$ cat src/hw/rtl/dmx_pkg.sv
// Shared types and constants of the DMX512 frame sender and receiver.
// No dependencies; every other file of the block imports this package.
package dmx_pkg;

  localparam int unsigned IDX_W = 10;
  localparam int unsigned WAIT_W = 7;

  typedef logic [IDX_W-1:0]  slot_idx_t;
  typedef logic [WAIT_W-1:0] wait_t;
  typedef logic [7:0]        byte_t;
  typedef logic [1:0]        mode_t;

  typedef enum logic [2:0] {
    ACT_TX_TICK    = 3'd0,
    ACT_RX_BYTE    = 3'd1,
    ACT_RX_BREAK   = 3'd2,
    ACT_HOST_WRITE = 3'd3,
    ACT_HOST_READ  = 3'd4
  } action_e;

  typedef enum logic [1:0] {
    CFG_RUN_MODE   = 2'd0,
    CFG_MAX_SLOTS  = 2'd1,
    CFG_END_WAIT   = 2'd2,
    CFG_BREAK_WAIT = 2'd3
  } cfg_idx_e;

  typedef enum logic [4:0] {
    PH_BREAK      = 5'b00001,
    PH_START      = 5'b00010,
    PH_DATA       = 5'b00100,
    PH_IDLE       = 5'b01000,
    PH_BREAK_SENT = 5'b10000
  } phase_e;

  localparam mode_t MODE_SEND = 2'd1;
  localparam mode_t MODE_RECV = 2'd2;

  localparam slot_idx_t MIN_SLOTS = 10'd24;

  localparam mode_t     RST_RUN_MODE   = 2'd0;
  localparam slot_idx_t RST_MAX_SLOTS  = 10'd512;
  localparam wait_t     RST_END_WAIT   = 7'd25;
  localparam wait_t     RST_BREAK_WAIT = 7'd70;

  // Store access issued in the cycle an item is accepted.
  typedef struct packed {
    logic      we;
    logic      re;
    slot_idx_t addr;
    byte_t     wdata;
  } mem_req_t;

  // Result information known at acceptance; the store byte joins it later.
  typedef struct packed {
    logic      tx_push;
    logic      tx_from_mem;
    logic      rd_from_mem;
    logic      line_setting;
    logic      frame_done;
    slot_idx_t frame_slot_count;
  } res_info_t;

endpackage

$ cat src/hw/rtl/dmx_ctrl.sv
// Configuration registers and frame sequencer of the DMX512 block.
// Updates the state per accepted item and issues the store access.
// Depends on dmx_pkg.
module dmx_ctrl #(
  parameter int unsigned SLOT_COUNT = 512
) (
  input  logic                clk_i,
  input  logic                rst_ni,
  input  logic                cfg_we_i,
  input  logic [1:0]          cfg_idx_i,
  input  dmx_pkg::slot_idx_t  cfg_data_i,
  input  logic                acc_i,
  input  logic [2:0]          action_i,
  input  dmx_pkg::slot_idx_t  slot_index_i,
  input  dmx_pkg::byte_t      data_byte_i,
  output dmx_pkg::mem_req_t   req_o,
  output dmx_pkg::res_info_t  res_o
);
  import dmx_pkg::*;

  localparam slot_idx_t SLOT_LAST = slot_idx_t'(SLOT_COUNT);

  mode_t     run_mode_q;
  slot_idx_t max_slots_q;
  wait_t     end_wait_q;
  wait_t     break_wait_q;

  phase_e    phase_q, phase_d;
  slot_idx_t pos_q, pos_d;
  wait_t     wait_q, wait_d;
  logic      line_q, line_d;

  slot_idx_t eff_slots;
  slot_idx_t pos_inc;
  logic [WAIT_W:0] wait_next;

  always_ff @(posedge clk_i or negedge rst_ni) begin
    if (!rst_ni) begin
      run_mode_q <= RST_RUN_MODE;
      max_slots_q <= RST_MAX_SLOTS;
      end_wait_q <= RST_END_WAIT;
      break_wait_q <= RST_BREAK_WAIT;
    end else if (cfg_we_i) begin
      case (cfg_idx_e'(cfg_idx_i))
        CFG_RUN_MODE:   run_mode_q <= cfg_data_i[1:0];
        CFG_MAX_SLOTS:  max_slots_q <= cfg_data_i;
        CFG_END_WAIT:   end_wait_q <= cfg_data_i[WAIT_W-1:0];
        CFG_BREAK_WAIT: break_wait_q <= cfg_data_i[WAIT_W-1:0];
        default: ;
      endcase
    end
  end

  always_comb begin
    if (max_slots_q < MIN_SLOTS) begin
      eff_slots = MIN_SLOTS;
    end else if (max_slots_q > SLOT_LAST) begin
      eff_slots = SLOT_LAST;
    end else begin
      eff_slots = max_slots_q;
    end
  end

  assign pos_inc   = pos_q + 10'd1;
  assign wait_next = {1'b0, wait_q} + 8'd1;

  always_comb begin
    phase_d = phase_q;
    pos_d = pos_q;
    wait_d = wait_q;
    line_d = line_q;
    req_o = '0;
    res_o = '0;

    if (cfg_we_i) begin
      // A run_mode write restarts the sequence; slot_position is kept.
      if (cfg_idx_e'(cfg_idx_i) == CFG_RUN_MODE) begin
        phase_d = PH_IDLE;
        wait_d = '0;
        line_d = 1'b0;
      end
    end else if (acc_i) begin
      case (action_e'(action_i))
        ACT_TX_TICK: begin
          if (run_mode_q == MODE_SEND) begin
            case (phase_q)
              PH_BREAK: begin
                line_d = 1'b1;
                phase_d = PH_BREAK_SENT;
                wait_d = '0;
                res_o.tx_push = 1'b1;
              end
              PH_START: begin
                line_d = 1'b0;
                phase_d = PH_DATA;
                pos_d = 10'd1;
                res_o.tx_push = 1'b1;
                res_o.tx_from_mem = 1'b1;
                req_o.re = 1'b1;
                req_o.addr = '0;
              end
              PH_DATA: begin
                if (pos_q > SLOT_LAST) begin
                  phase_d = PH_IDLE;
                  wait_d = '0;
                end else begin
                  res_o.tx_push = 1'b1;
                  res_o.tx_from_mem = 1'b1;
                  req_o.re = 1'b1;
                  req_o.addr = pos_q;
                  pos_d = pos_inc;
                  if (pos_inc > eff_slots) begin
                    phase_d = PH_IDLE;
                    wait_d = '0;
                  end
                end
              end
              PH_BREAK_SENT: begin
                wait_d = wait_next[WAIT_W-1:0];
                if (wait_next > {1'b0, break_wait_q}) begin
                  phase_d = PH_START;
                end
              end
              default: begin
                wait_d = wait_next[WAIT_W-1:0];
                if (wait_next > {1'b0, end_wait_q}) begin
                  phase_d = PH_BREAK;
                end
              end
            endcase
          end
        end
        ACT_RX_BYTE: begin
          if (run_mode_q == MODE_RECV) begin
            if (phase_q == PH_BREAK) begin
              // Only a zero start code opens storage of the frame.
              if (data_byte_i == 8'h00) begin
                phase_d = PH_DATA;
                pos_d = 10'd1;
              end else begin
                phase_d = PH_IDLE;
              end
            end else if (phase_q == PH_DATA) begin
              if (pos_q > SLOT_LAST) begin
                phase_d = PH_IDLE;
              end else begin
                req_o.we = 1'b1;
                req_o.addr = pos_q;
                req_o.wdata = data_byte_i;
                pos_d = pos_inc;
                if (pos_inc > SLOT_LAST) begin
                  phase_d = PH_IDLE;
                end
              end
            end
          end
        end
        ACT_RX_BREAK: begin
          if (run_mode_q == MODE_RECV) begin
            phase_d = PH_BREAK;
            if (pos_q != '0) begin
              res_o.frame_done = 1'b1;
              res_o.frame_slot_count = pos_q;
            end
            pos_d = '0;
          end
        end
        ACT_HOST_WRITE: begin
          if (slot_index_i <= SLOT_LAST) begin
            req_o.we = 1'b1;
            req_o.addr = slot_index_i;
            req_o.wdata = data_byte_i;
          end
        end
        ACT_HOST_READ: begin
          if (slot_index_i <= SLOT_LAST) begin
            req_o.re = 1'b1;
            req_o.addr = slot_index_i;
            res_o.rd_from_mem = 1'b1;
          end
        end
        default: ;
      endcase
    end

    res_o.line_setting = line_d;
  end

  always_ff @(posedge clk_i or negedge rst_ni) begin
    if (!rst_ni) begin
      phase_q <= PH_IDLE;
      pos_q <= '0;
      wait_q <= '0;
      line_q <= 1'b0;
    end else begin
      phase_q <= phase_d;
      pos_q <= pos_d;
      wait_q <= wait_d;
      line_q <= line_d;
    end
  end

endmodule

$ cat config.mk
export PLATFORM = sky130hd
export DESIGN_NAME = dmx_ctrl
export DESIGN_NICKNAME = d
export VERILOG_FILES = /design/src/hw/rtl/dmx_pkg.sv /design/src/hw/rtl/dmx_ctrl.sv
export SDC_FILE = /design/constraint.sdc
export NUM_CORES = 1
export LEC_CHECK = 0
export ABC_AREA = 1
export BUFFER_PORTS_ARGS = -buffer_cell sky130_fd_sc_hd__buf_2
export CAP_MARGIN = 0
export CELL_PAD_IN_SITES_DETAIL_PLACEMENT = 1
export CELL_PAD_IN_SITES_GLOBAL_PLACEMENT = 1
export CORE_MARGIN = 3
export CORE_UTILIZATION = 43
export CTS_CLUSTER_DIAMETER = 50
export DETAILED_ROUTE_END_ITERATION = 10
export GPL_TIMING_DRIVEN = 0
export PLACE_DENSITY = 0.95
export SLEW_MARGIN = 20
export SYNTH_ARGS = -nofsm -noshare
export SYNTH_HDL_FRONTEND = slang
export SYNTH_SLANG_ARGS = --single-unit
$ cat constraint.sdc
create_clock -name clk_i -period 5.8 [get_ports clk_i]
set_input_delay 0.58 -clock clk_i [delete_from_list [all_inputs] [get_ports clk_i]]
set_output_delay 0.58 -clock clk_i [all_outputs]
set_load 0.05 [all_outputs]
==> metrics.csv <==
metric,value,unit
critical path capture point,req_o[0],
port bufs,71,
crit end category,output port,
worst setup margin,2.62,ns
total track usage,0.233,
Cells after Synth,585,
Fin Clk Skew,0.00350,ns
DR vias/cell,5.37,
multi-input logic area,2310,um2
WHS,0.298,ns
max-slew violations,0,
Final GP Congestion,0.859,
crit path launch,pos_q[0]$_DFFE_PN0P_,
critical path class,register to output port,
post-synthesis cell type count,42,
CP Buf/Inv Count,3,
main combinational cell family by area after synthesis,simple AND/OR/NAND/NOR gates,
CTS buffer count,5,
post-CTS resize count,0,
Fin. Hold Viols,0,
CTS tree,yes,
Initial DRT Pass Iterations,4,
Antenna Cells,0,
Worst-Skew Late Latency,0.31,ns
row cnt,34,
vias in the first global route,4329,
Adder-Cell Fraction of Synth Area,0.0884,
Power Density,288,nW/um2
Post-synth EDFFs,0,
Die Y-Extent,102,um
first-pass GRT wire length,19600,um
placement-stage worst setup slack,2.67,ns
WL/cell,15.2,um
Hold Crit Class,input pin to asynchronous set/reset pin,
HPWL Detailed,9590,um
max-capacitance violation count,0,
fin crit period,3.18,ns
Synth Area in Simple Gates,0.360,
post-synth top area share,0.259,
count of final setup violators,0,
Top Family by Delay on Critical Path,simple AND/OR/NAND/NOR gates,
# hold bufs at CTS,0,
"Seq/Total Area, Yosys",0.312,
clk buf depth,2,
Die X-Extent,102,um
flop-to-flop setup slack,2.65,ns
Lkg Pwr,2.50,nW
Post-synth top flop,dfrtp_1,
cell area after synthesis,3970,um2
full die area,10400,um2
Worst Tran Pin Value,0.685,ns
htree depth,2,
"FFs w/ async S/R, synth",1.00,
status,completed,
placed cell count,764,
setup_tns,0,ns
Critical Path RT,5.22,ns
Fmax,314,MHz
Worst R2R End,wait_q[0]$_DFFE_PN0P_,
Clock transition at path regs,0.09,ns
Syn Nets,650,
complex-gate fraction of the synthesized area,0.115,
setup repair bufs after CTS,0,
Critical Path Max Stage Delay,0.53,ns
layout cells sized above 1,0.197,
Sequential Area,1240,um2
syn_area_per_cell,6.78,um2
Max VDD drop,165,uV
clk sinks,49,
Worst path depth,11,
effective utilization at floorplan,0.448,
crit path cell chain,"inv_1, ha_1, inv_1, nor2_1, nand3_2, nand2_2, nand4_1, o21ai_1, nand3_1, nor2_1, buf_2",
total core area,8850,um2
CTS Root Cell,clkbuf_8,
filler instances,1215,
initial antenna violation count,0,
pin count of the biggest net entering global routing,50,
DRC viols,0,
gr ovfl total,0,
post-synthesis mux area share,0.00568,
routed vias,4142,
fin crit share,0.549,
"flops & latches, synth",49,
Post-Synth XOR/XNOR Area,0.0133,
number of DRC markers in iteration 0,116,
Yosys top cell by area,dfrtp_1,
reg2reg path depth,20,
critical path peak fanout,9,
leading post-synthesis cells by cell area,"dfrtp_1, nand2_1, ha_1",
Area Growth Syn to Fin,15.1,%
Layout Cells excl Fill,772,
Ports,72,
Worst setup SP type,register,
Placed Area,4460,um2
WP data arrival,2.60,ns
Post-Route WL,11800,um
"Net count, final",728,
Antenna Violating Nets Remaining,0,
Yosys warning count,0,
Finished Cell Area,4570,um2
total power,1.31,mW
fin util,0.516,
slowest CP cell,dfrtp_1,
relative slew slack,0.540,
unrepaired setup endpoints after global routing,false,
Critical R2R Launch,pos_q[0]$_DFFE_PN0P_,
==> synth_stat cells (3+ instances only) <==
master,number
nand2_2,6
a21oi_1,19
nor2_1,79
nor2_4,3
nor3_1,19
inv_1,92
nand3_1,31
dfstp_2,8
o21ai_0,44
xor2_1,5
nand2_1,136
ha_1,28
clkbuf_1,3
o21ai_1,8
dfrtp_1,41
nand3_4,3
nand4_1,17
nor2_2,3
inv_2,9
==> worst min-delay path by stage <==
stage	to	cells after the start
detailed placement	run_mode_q[0]$_DFFE_PN0P_	2
global route	phase_q[2]$_DFFE_PN0P_	1
floorplan	break_wait_q[0]$_DFFE_PN0P_	0
finish	phase_q[0]$_DFFE_PN0P_	1
CTS	max_slots_q[8]$_DFFE_PN0P_	2
global placement	run_mode_q[0]$_DFFE_PN0P_	2
==> logic make-up (layout without fill, tap and decap cells) <==
| family | after synthesis | after routing |
|---|---|---|
| and+or+nand+nor | 308 | 308 |
| DFF | 49 | 49 |
| adders and majority gates | 28 | 28 |
| buffers and inverters | 109 | 188 |
| AOI/OAI and AO/OA | 83 | 83 |
| muxes | 2 | 2 |
| xor gates and xnor gates | 6 | 6 |
==> area by class of cell <==
type / instances / share of cell area
multi-input cells: 427 / 0.505
flip-flops and latches: 49 / 0.271
inverters: 102 / 0.0839
repair buffers: 71 / 0.0784
well taps: 108 / 0.0296
clock buffers: 6 / 0.0159
plain buffers: 7 / 0.00877
clock inverters: 2 / 0.00767
==> report_power, final <==
| part | switching, mW | internal [mW] |
|---|---|---|
| clock | 0.122 | 0.128 |
| sequential | 0.0790 | 0.416 |
| combinational | 0.377 | 0.192 |
==> registers in the layout, summed over array words and instances (netlist names) <==
| signal | flops |
|---|---|
| max_slots_q | 10 |
| pos_q | 10 |
| break_wait_q | 7 |
| end_wait_q | 7 |
| wait_q | 7 |
| phase_q | 5 |
| run_mode_q | 2 |
| line_q | 1 |
==> placed cells by master, fill, tap and decap left out, types with 17 or more instances in the layout <==
master / synthesis / routed
nand2_1: 136 / 136
inv_1: 92 / 92
nor2_1: 79 / 79
buf_2: 2 / 72
o21ai_0: 44 / 44
dfrtp_1: 41 / 41
nand3_1: 31 / 31
ha_1: 28 / 28
nor3_1: 19 / 19
a21oi_1: 19 / 19
nand4_1: 17 / 17
==> routing by layer <==
layer  part of all wire  up-vias  track usage
met3              0.055       19       0.0341
met5                  0        -            0
met4              0.018        0       0.0706
met2               0.49      113        0.428
met1               0.43     1978        0.279
li1                   -     2032            -
(Power assumes the default switching activity.)
